==> src/rtl/csb_pkg.sv <==
// Package for the comment and string blanker.
// Holds item types, scan state, character codes and status codes.
// No dependencies.
`timescale 1ns / 1ps

package csb_pkg;

   localparam logic [7:0] CH_SLASH  = 8'h2F;
   localparam logic [7:0] CH_STAR   = 8'h2A;
   localparam logic [7:0] CH_NL     = 8'h0A;
   localparam logic [7:0] CH_BSLASH = 8'h5C;
   localparam logic [7:0] CH_SQUOTE = 8'h27;
   localparam logic [7:0] CH_DQUOTE = 8'h22;
   localparam logic [7:0] CH_SPACE  = 8'h20;

   typedef enum logic [0:0] {
      KIND_TEXT = 1'b0,
      KIND_END  = 1'b1
   } kind_type;

   typedef enum logic [1:0] {
      MODE_NORMAL = 2'd0,
      MODE_LINE   = 2'd1,
      MODE_BLOCK  = 2'd2,
      MODE_QUOTE  = 2'd3
   } mode_type;

   typedef enum logic [1:0] {
      STATUS_OK            = 2'd0,
      STATUS_UNTERM_BLOCK  = 2'd1,
      STATUS_UNTERM_QUOTE  = 2'd2
   } status_type;

   typedef struct packed {
      logic       kind;
      logic [7:0] data_byte;
   } req_type;

   typedef struct packed {
      logic       result_kind;
      logic [7:0] clean_byte;
      logic [1:0] status;
      logic       last;
   } rsp_type;

   typedef struct packed {
      mode_type scan_mode;
      logic     quote_is_double;
      logic     escape_pending;
      logic     slash_held;
      logic     star_seen;
   } scan_state_type;

   localparam scan_state_type SCAN_RESET = '{
      scan_mode:       MODE_NORMAL,
      quote_is_double: 1'b0,
      escape_pending:  1'b0,
      slash_held:      1'b0,
      star_seen:       1'b0
   };

   function automatic rsp_type char_result(input logic [7:0] b);
      rsp_type r;
      r.result_kind = KIND_TEXT;
      r.clean_byte  = b;
      r.status      = STATUS_OK;
      r.last        = 1'b0;
      return r;
   endfunction

   function automatic logic [7:0] blank_of(input logic [7:0] b);
      return (b == CH_NL) ? CH_NL : CH_SPACE;
   endfunction

endpackage

==> src/rtl/comment_string_blanker.sv <==
// Top level of the comment and string blanker: input register, scanner, result queue.
// An accepted item waits in the input register until the result queue has room for its results.
// Throughput: one item per cycle while the result queue has room for its results.
// The result queue (two entries) accepts a new item while earlier results wait.
// Reset clears the input valid flag, the scan state and the queue count at once.
// Depends on csb_pkg and csb_scan.
`timescale 1ns / 1ps

module comment_string_blanker (
   input  logic             clock,
   input  logic             reset,
   input  logic             req_valid,
   output logic             req_ready,
   input  csb_pkg::req_type req_data,
   output logic             rsp_valid,
   input  logic             rsp_ready,
   output csb_pkg::rsp_type rsp_data
);
   import csb_pkg::*;

   logic           in_valid_ff, in_valid_in;
   req_type        in_item_ff;
   scan_state_type state_ff, state_in;
   rsp_type        q0_ff, q0_in, q1_ff, q1_in;
   logic [1:0]     count_ff, count_in;

   scan_state_type scan_nxt;
   logic [1:0]     result_count;
   rsp_type        result0, result1;
   logic           pop, advance;
   logic [1:0]     keep_count, free_count;
   rsp_type        keep0;

   csb_scan u_scan (
      .item         (in_item_ff),
      .state_cur    (state_ff),
      .state_nxt    (scan_nxt),
      .result_count (result_count),
      .result0      (result0),
      .result1      (result1)
   );

   assign rsp_valid  = (count_ff != 2'd0);
   assign rsp_data   = q0_ff;
   assign pop        = rsp_valid && rsp_ready;
   assign keep_count = count_ff - {1'b0, pop};
   assign free_count = 2'd2 - keep_count;
   assign advance    = in_valid_ff && (result_count <= free_count);
   assign req_ready  = !in_valid_ff || advance;
   assign keep0      = pop ? q1_ff : q0_ff;

   always_comb begin
      in_valid_in = in_valid_ff;
      state_in    = state_ff;
      if (advance) begin
         in_valid_in = 1'b0;
         state_in    = scan_nxt;
      end
      if (req_valid && req_ready) begin
         in_valid_in = 1'b1;
      end

      q0_in    = keep0;
      q1_in    = q1_ff;
      count_in = keep_count;
      if (advance) begin
         count_in = keep_count + result_count;
         case (keep_count)
            2'd0: begin
               q0_in = result0;
               q1_in = result1;
            end
            2'd1: begin
               q1_in = result0;
            end
            default: begin
            end
         endcase
      end
   end

   always_ff @(posedge clock) begin
      if (reset) begin
         in_valid_ff <= 1'b0;
         state_ff    <= SCAN_RESET;
         count_ff    <= 2'd0;
      end else begin
         in_valid_ff <= in_valid_in;
         state_ff    <= state_in;
         count_ff    <= count_in;
      end
   end

   always_ff @(posedge clock) begin
      if (req_valid && req_ready) begin
         in_item_ff <= req_data;
      end
      q0_ff <= q0_in;
      q1_ff <= q1_in;
   end

endmodule

==> src/rtl/csb_scan.sv <==
// Scanner step for the comment and string blanker.
// Maps one item and the current scan state to up to two results and the next state.
// Depends on csb_pkg.
`timescale 1ns / 1ps

module csb_scan (
   input  csb_pkg::req_type        item,
   input  csb_pkg::scan_state_type state_cur,
   output csb_pkg::scan_state_type state_nxt,
   output logic [1:0]              result_count,
   output csb_pkg::rsp_type        result0,
   output csb_pkg::rsp_type        result1
);
   import csb_pkg::*;

   logic [7:0] b;
   rsp_type    stat_r;

   assign b = item.data_byte;

   always_comb begin
      state_nxt    = state_cur;
      result_count = 2'd0;
      result0      = char_result(CH_SPACE);
      result1      = char_result(CH_SPACE);
      stat_r       = char_result(8'h00);
      stat_r.result_kind = KIND_END;

      if (item.kind == KIND_END) begin
         case (state_cur.scan_mode)
            MODE_BLOCK: stat_r.status = STATUS_UNTERM_BLOCK;
            MODE_QUOTE: stat_r.status = STATUS_UNTERM_QUOTE;
            default:    stat_r.status = STATUS_OK;
         endcase
         if (state_cur.slash_held) begin
            result0      = char_result(CH_SLASH);
            result1      = stat_r;
            result_count = 2'd2;
         end else begin
            result0      = stat_r;
            result_count = 2'd1;
         end
         state_nxt = SCAN_RESET;
      end else begin
         case (state_cur.scan_mode)
            MODE_LINE: begin
               result0      = char_result(blank_of(b));
               result_count = 2'd1;
               if (b == CH_NL) begin
                  state_nxt.scan_mode = MODE_NORMAL;
               end
            end
            MODE_BLOCK: begin
               result0      = char_result(blank_of(b));
               result_count = 2'd1;
               if (state_cur.star_seen && b == CH_SLASH) begin
                  state_nxt.star_seen = 1'b0;
                  state_nxt.scan_mode = MODE_NORMAL;
               end else begin
                  state_nxt.star_seen = (b == CH_STAR);
               end
            end
            MODE_QUOTE: begin
               result0      = char_result(blank_of(b));
               result_count = 2'd1;
               if (state_cur.escape_pending) begin
                  state_nxt.escape_pending = 1'b0;
               end else if (b == CH_BSLASH) begin
                  state_nxt.escape_pending = 1'b1;
               end else if (b == (state_cur.quote_is_double ? CH_DQUOTE : CH_SQUOTE)) begin
                  state_nxt.scan_mode = MODE_NORMAL;
               end
            end
            default: begin
               if (state_cur.slash_held) begin
                  state_nxt.slash_held = 1'b0;
                  if (b inside {CH_SLASH, CH_STAR}) begin
                     result_count = 2'd2;
                     if (b == CH_SLASH) begin
                        state_nxt.scan_mode = MODE_LINE;
                     end else begin
                        state_nxt.scan_mode = MODE_BLOCK;
                        state_nxt.star_seen = 1'b0;
                     end
                  end else begin
                     // held slash goes out, then the byte as plain text, or a blank if it opens a quote
                     result0      = char_result(CH_SLASH);
                     result_count = 2'd2;
                     if (b inside {CH_SQUOTE, CH_DQUOTE}) begin
                        state_nxt.quote_is_double = (b == CH_DQUOTE);
                        state_nxt.escape_pending  = 1'b0;
                        state_nxt.scan_mode       = MODE_QUOTE;
                        result1 = char_result(CH_SPACE);
                     end else begin
                        result1 = char_result(b);
                     end
                  end
               end else begin
                  if (b == CH_SLASH) begin
                     state_nxt.slash_held = 1'b1;
                  end else if (b inside {CH_SQUOTE, CH_DQUOTE}) begin
                     state_nxt.quote_is_double = (b == CH_DQUOTE);
                     state_nxt.escape_pending  = 1'b0;
                     state_nxt.scan_mode       = MODE_QUOTE;
                     result0      = char_result(CH_SPACE);
                     result_count = 2'd1;
                  end else begin
                     result0      = char_result(b);
                     result_count = 2'd1;
                  end
               end
            end
         endcase
      end

      if (result_count == 2'd1) begin
         result0.last = 1'b1;
      end else if (result_count == 2'd2) begin
         result1.last = 1'b1;
      end
   end

endmodule
==> config.mk <==
export PLATFORM = sky130hd
export DESIGN_NAME = comment_string_blanker
export DESIGN_NICKNAME = d
export VERILOG_FILES = /design/src/rtl/csb_pkg.sv /design/src/rtl/comment_string_blanker.sv /design/src/rtl/csb_scan.sv
export SDC_FILE = /design/constraint.sdc
export NUM_CORES = 1
export LEC_CHECK = 0
export ABC_AREA = 1
export BUFFER_PORTS_ARGS = -buffer_cell sky130_fd_sc_hd__buf_2
export CAP_MARGIN = 10
export CORE_ASPECT_RATIO = 0.8
export CORE_UTILIZATION = 30
export CTS_CLUSTER_DIAMETER = 80
export DETAILED_ROUTE_END_ITERATION = 12
export GPL_ROUTABILITY_DRIVEN = 0
export GPL_TIMING_DRIVEN = 0
export PLACE_DENSITY = 0.53
export SLEW_MARGIN = 20
export SYNTH_ARGS = -nofsm -noshare
export SYNTH_HDL_FRONTEND = slang
export SYNTH_SLANG_ARGS = --single-unit
export TNS_END_PERCENT = 100
==> constraint.sdc <==
create_clock -name clock -period 8 [get_ports clock]
set_input_delay 0.8 -clock clock [delete_from_list [all_inputs] [get_ports clock]]
set_output_delay 0.8 -clock clock [all_outputs]
set_load 0.02 [all_outputs]
==> results of run 1 <==
==> sequential cells by signal (all words and copies together) (netlist names) <==
name / count
rsp_data: 12
in_item_ff: 9
q1_ff: 12
state_ff: 6
count_ff: 2
in_valid_ff: 1
==> metrics by stage <==
step	utilization [%]	power (W)	hold WS, ns	worst slack, ns
after floorplan	-	0.000815	0.479	4.48
after global placement	35.0	0.000956	0.473	3.83
after detailed placement	35.0	0.000959	0.482	3.79
after CTS	36.3	0.00111	0.494	4.11
after global routing	36.3	0.00120	0.526	4.04
final	36.3	0.00110	0.495	4.25
==> cells in the mapped netlist (2+ instances only) <==
master	n	area (um^2)
o32ai_1	3	26.3
a22oi_1	2	15.0
nor2_1	37	139
dfxtp_1	21	420
nand2_1	79	297
o21ai_0	8	40.0
nand2_2	5	31.3
ha_1	11	138
inv_2	3	11.3
buf_6	2	22.5
nor2_2	7	43.8
a31oi_1	4	25.0
edfxtp_1	21	631
buf_2	3	15.0
nor3_1	4	20.0
a21oi_1	21	105
o21bai_1	2	15.0
nand3_1	19	95.1
inv_1	42	158
o21ai_1	2	10.0
nor2_4	2	22.5
==> worst max-delay path: cells and delay by family <==
family	cells	cell delay, ns
adders and majority gates	3	0.78
buffers and inverters	5	0.56
xor gates and xnor gates	1	0.29
and+or+nand+nor	2	0.28
AOI/OAI and AO/OA	1	0.22
==> worst max path at each step <==
stage / startpoint / endpoint / depth (start not counted)
2_1_floorplan: rsp_ready / q1_ff[0] / 12
3_3_place_gp: rsp_ready / q1_ff[2] / 13
3_5_place_dp: rsp_ready / q1_ff[2] / 13
4_1_cts: rsp_ready / q1_ff[5] / 13
5_1_grt: rsp_ready / req_ready / 12
6_report: rsp_ready / req_ready / 12
==> layout make-up <==
type | count | share of cell area (%)
Buffer | 6 | 1.52
Clock buffer | 7 | 3.17
Clock inverter | 1 | 0.322
Inverter | 45 | 6.20
Multi-Input combinational cell | 215 | 40.6
Sequential cell | 42 | 38.6
Tap cell | 105 | 4.82
Timing Repair Buffer | 26 | 4.78
==> per-layer routing <==
layer	wire length (um)	GRT usage, %	vias to the layer above	part of all wire, %
met5	0	0	-	0
met4	55	3.91	0	1.1
met3	200	2.93	6	3.9
met2	2110	20.5	39	41
met1	2810	19.5	870	54
li1	-	-	1056	-
==> report_power, final <==
| part | switching, W | leakage, nW | internal [W] |
|---|---|---|---|
| Clock | 0.0000780 | 0.0489 | 0.0000715 |
| Sequential | 0.0000358 | 0.374 | 0.000328 |
| Combinational | 0.000389 | 0.857 | 0.000202 |
| Total | 0.000503 | 1.28 | 0.000602 |
==> logic make-up after synthesis <==
| kind of cell | count (synthesis) |
|---|---|
| buffers and inverters | 51 |
| multiplexers | 1 |
| flip-flops | 42 |
| AND/OR/NAND/NOR | 157 |
| AO/OA/AOI/OAI | 44 |
| XOR/XNOR | 2 |
| adder cells (fa/ha/maj) | 11 |
==> metrics.txt, run 1 <==
Sequential Area=0.00105 mm^2; Mapped Cells=308; Crit Path Max Fanout=10; final wirelength=5.17 mm; Netlist Area Pre-Place=0.00236 mm^2; total core area=0.00750 mm^2; Starting Density=31.5%; Post-CTS Setup Bufs=0; count of different cell masters after synthesis=31; Die Width=101 um; drt pass-1 iters=4; RSZ-0062 raised after global routing=false; main combinational cell family by area after synthesis=simple AND/OR/NAND/NOR gates; Critical Path Start Type=input port; Syn Nets=332; hold-critical path depth=2; via/cell ratio=4.41; area of the multi-input gates=0.00111 mm^2; most common cell after layout, fill and taps aside=nand2_1; most frequent cells in the layout=nand2_1 (79), inv_1 (42), nor2_1 (37); ys flop type=edfxtp_1; FF-to-FF setup slack=4.58 ns; Yosys warnings=0; worst setup path class=input port to output port; Starting DRT DRC Count=81; Pins Over Slew Limit=0; DP HPWL=4.05 mm; Worst-Skew Late Latency=0.30 ns; share of layout cells above drive strength 1=17.3%; CP Cell Sequence=buf_2 > nand2_2 > inv_2 > buf_2 > ha_1 > xnor2_1 > ha_1 > ha_1 > inv_1 > o21bai_1 > nand3_1 > buf_2; sequential fraction of the synthesis area=44.5%; post-synthesis mux area share=0.424%; Min-Delay Endpoint=rsp_data[0]; Post-Synth Simple-Gate Area=28.9%; CTS tree=yes; Post-Layout Cell Count=447; vias in the first global route=1718; crit share post-route=46.9%; Placed Cells=439; Final Hold Vio Count=0; max-cap violation count=0; # IOs=27; Slew headroom=51.7%; slowest stage cell, crit path=ha_1; EDFF count, synth=21; Avg WL per Cell=11.6 um; Post-DP Area=0.00263 mm^2; RR Startpoint=count_ff[0]; r2r endpoint=q1_ff[4]; Final Skew=0.0119 ns; first-pass GRT wire length=8.58 mm; post_cts resized=0; initial antenna violation count=0; die area=0.00824 mm^2; status=finished clean; DRT antenna net count=0; Worst Max-Slew Pin Slew=0.724 ns; grt total ovfl=0; Max clock buf depth=2; area grow syn2layout=15.2%; min cycle time layout=3.75 ns; Worst EP required=7.20 ns; final setup vio count=0; R2R cell count=13; Final Cell Area=0.00272 mm^2; Power Dens Cells=405 mW/mm^2; crit end category=output port; routed vias=1971; Hold-fix buffers, CTS=0; synthesized area per cell=7.67 um^2; Leak=1.28 nW; Fill cells=827; nets=365; adder and majority cell fraction of the synthesized area=5.82%; overall routing resource usage=13.6%; pin count of the biggest net entering global routing=14; xor/xnor cell area share of the yosys netlist=0.741%; Hold Path Class=flop to flop; I/O Buffers=26; clk sink count=42; # DRC=0; Largest stage delay, worst path=0.30 ns; Worst Path Arrival=2.95 ns; fmax=266 MHz; TNS Setup=0 ns; H-tree depth=2; clk slew on worst S/H paths=0.09 ns; async set-reset flop share out of synthesis=0%; Die Ht=81.4 um; Ant. Diodes=0; worst vdd ir=0.117 mV; CTS buffer count=5; CTS Root Cell=clkbuf_8; Synth Area in Compound Gates=10.8%; # rows=28; hold wc startpoint=rsp_data[0]; number of synthesized register bits=42
(Power assumes the default switching activity.)
==> inputs of run 2 (changes only) <==
--- a/config.mk
+++ b/config.mk
@@ -5,7 +5,7 @@
 export SDC_FILE = /design/constraint.sdc
 export NUM_CORES = 1
 export LEC_CHECK = 0
-export ABC_AREA = 1
+export ABC_AREA = 0
 export BUFFER_PORTS_ARGS = -buffer_cell sky130_fd_sc_hd__buf_2
 export CAP_MARGIN = 10
 export CORE_ASPECT_RATIO = 0.8
@@ -14,7 +14,7 @@
 export DETAILED_ROUTE_END_ITERATION = 12
 export GPL_ROUTABILITY_DRIVEN = 0
 export GPL_TIMING_DRIVEN = 0
-export PLACE_DENSITY = 0.53
+export PLACE_DENSITY = 0.54
 export SLEW_MARGIN = 20
 export SYNTH_ARGS = -nofsm -noshare
 export SYNTH_HDL_FRONTEND = slang
==> constraint.sdc (replaced) <==
create_clock -name clock -period 3.4 [get_ports clock]
set_input_delay 0.34 -clock clock [delete_from_list [all_inputs] [get_ports clock]]
set_output_delay 0.34 -clock clock [all_outputs]
set_load 0.02 [all_outputs]
==> metrics.txt, run 2 <==
routed vias=1840 (-6.6%); sequential fraction of the synthesis area=44.9% (+0.48 points); via/cell ratio=4.96 (+12%); Combinational Power Share=51.5% (-2.0 points); EDFF count, synth=21 (unchanged); die area=0.00815 mm^2 (-1.0%); status=finished clean; crit share post-route=93.4%; nets=289 (-21%); most frequent cells in the layout=buf_2 (26), a21oi_1 (21), dfxtp_1 (21), edfxtp_1 (21), mux2i_1 (15); CTS Root Cell=clkbuf_8; Clk pwr share=14.1% (+0.6 points); # IOs=27 (unchanged); clk slew on worst S/H paths=0.08 ns (about the same); Worst Path Arrival=2.84 ns (-0.11 ns); Placed Cells=361 (-18%); Hold WS=0.218 ns (-0.277 ns); Final Hold Vio Count=0 (unchanged); Power Dens Cells=830 mW/mm^2 (+100%); DRT antenna net count=0 (unchanged); initial antenna violation count=0 (unchanged); Critical Path Start Type=flop; grt total ovfl=0 (unchanged); count of different cell masters after synthesis=57 (+84%); # DRC=0 (unchanged); post-synth top area cell=edfxtp_1; final wirelength=5.43 mm (+4.9%); Die Ht=81.0 um (-0.52%); pin count of the biggest net entering global routing=14 (unchanged); DP HPWL=4.03 mm (-0.41%); async set-reset flop share out of synthesis=0% (unchanged); Yosys top cell area share=27.0% (+0.29 points); I/O Buffers=26 (unchanged); Pins Over Slew Limit=0 (unchanged); total core area=0.00746 mm^2 (-0.47%); H-tree depth=2 (unchanged); Final Skew=0.00622 ns (-0.00569 ns); synthesized area per cell=10.2 um^2 (+32%); fmax=315 MHz; Leak=1.15 nW (-9.9%); CTS tree=yes; Worst EP required=3.06 ns (-4.14 ns); share of layout cells above drive strength 1=22.9% (+5.7 points); total power=0.00229 W (+110%); Fill cells=766 (-7.4%); Internal=0.00135 W (+120%); Worst-Skew Late Latency=0.29 ns (about the same); vias in the first global route=1669 (-2.9%); Slew headroom=51.1% (-0.65 points); max-cap violation count=0 (unchanged); main combinational cell family by area after synthesis=simple AND/OR/NAND/NOR gates; Hold Path Class=input port to flop; most numerous cell in the Yosys netlist=a21oi_1; RSZ-0062 raised after global routing=false; sequential share of power=34.4% (+1.5 points); ys flop type=edfxtp_1; most common cell after layout, fill and taps aside=buf_2; number of synthesized register bits=42 (unchanged); Ant. Diodes=0 (unchanged); Most common cell on crit path=ha_1; Synth Area in Compound Gates=16.3% (+5.5 points); first-pass GRT wire length=8.75 mm (+1.9%); TNS Setup=0 ns (unchanged); post-synthesis mux area share=7.38% (+7.0 points); final setup vio count=0 (unchanged); clk sink count=42 (unchanged); Max clock buf depth=2 (unchanged); CTS buffer count=5 (unchanged); worst setup path class=flop to output port; Yosys warnings=0 (unchanged); Starting Density=31.3% (-0.19 points); slowest stage cell, crit path=dfxtp_1; drt pass-1 iters=4 (unchanged); worst slack, placed=-0.436 ns (-4.23 ns); area grow syn2layout=17.7%; overall routing resource usage=14.1% (+0.45 points); top cells by count, synth=a21oi_1 (22), dfxtp_1 (21), edfxtp_1 (21); Hold-fix buffers, CTS=0 (unchanged); Post-Layout Cell Count=371 (-17%); CP Cell Sequence=or2_4 > nand2_4 > buf_12 > inv_1 > ha_1 > xnor2_2 > ha_1 > ha_1 > nor2b_1 > o22ai_4 > inv_2 > nand2_2 > buf_4; Largest stage delay, worst path=0.34 ns (+0.04 ns); Area contributors post-synth=edfxtp_1 (27%), dfxtp_1 (18%), mux2i_1 (6.4%), ha_1 (5.9%), a21oi_1 (4.7%); Netlist Area Pre-Place=0.00234 mm^2 (-1.1%); Top delay family on crit path=adder cells; adder and majority cell fraction of the synthesized area=5.89% (+0.062 points); worst vdd ir=0.245 mV (+110%); Crit path buffers/inverters=4 (-1); Setup WS post-layout=0.225 ns (-4.02 ns); # rows=28 (unchanged); Worst Max-Slew Pin Slew=0.729 ns (+0.00542 ns); Switching Share=41.1% (-4.4 points); crit end category=output port; Mapped Cells=230 (-25%); Post-Synth Simple-Gate Area=18.4% (-10 points); Avg WL per Cell=14.6 um (+26%); xor/xnor cell area share of the yosys netlist=1.87% (+1.1 points); Sw Pwr=0.000940 W (+87%); Crit Path Max Fanout=10 (unchanged); Starting DRT DRC Count=105 (+30%); Die Width=101 um (-0.52%); Syn Nets=254 (-23%); min cycle time layout=3.18 ns
-- run 2: worst paths after layout --
path	startpoint	end	slack (ns)	cells after the start
setup / recovery	count_ff[1]	req_ready	0.22	13
setup reg to reg	count_ff[1]	state_ff[5]	0.24	14
hold reg to reg	state_ff[2]	state_ff[2]	0.52	2
hold / removal	req_data[3]	in_item_ff[3]	0.22	1
-- run 2: what timing repair did --
item                       in CTS  in global routing
setup endpoints to repair      37                 23
pin swaps                       1                  4
gates resized for setup         5                 11
buffers inserted                1                  1
-- run 2: kinds of logic after synthesis --
logic type,after synthesis
compound gates,54
xor+xnor,5
fa+ha+maj,11
buf+inv,27
flops,42
mux,17
simple gates,74
-- run 2: area by class of cell --
cell class              instances  area (um^2)  share of cell area (%)
repair buffers                 28          148                    5.36
multi-input cells             161         1190                    43.4
plain buffers                  12         85.1                    3.09
inverters                      15         56.3                    2.05
clock inverters                 2         13.8                   0.500
flip-flops and latches         42         1050                    38.2
clock buffers                   6         72.6                    2.64
well taps                     105          131                    4.77
-- run 2: stage by stage --
stage,cell area [um^2],utilization [%]
after floorplan,2340,-
after global placement,2610,34.9
after detailed placement,2610,34.9
after CTS,2720,36.5
after global routing,2750,36.9
final,2750,36.9
-- run 2: metal layers --
| metal | share of wire [%] | vias to the layer above | GRT usage, % | routed length (um) |
|---|---|---|---|---|
| li1 | - | 917 | - | - |
| met1 | 54 | 862 | 21.2 | 2920 |
| met2 | 40 | 55 | 19.7 | 2170 |
| met3 | 5.0 | 6 | 3.18 | 269 |
| met4 | 1.2 | 0 | 4.49 | 66 |
| met5 | 0 | - | 0 | 0 |
-- run 2: power by group through the flow --
stage / combinational [W] / clock [W] / sequential [W]
detailed placement: 0.00108 / 0 / 0.000800
global placement: 0.00106 / 0 / 0.000795
global route: 0.00131 / 0.000350 / 0.000804
floorplan: 0.000714 / 0 / 0.000875
finish: 0.00118 / 0.000322 / 0.000787
CTS: 0.00113 / 0.000331 / 0.000789
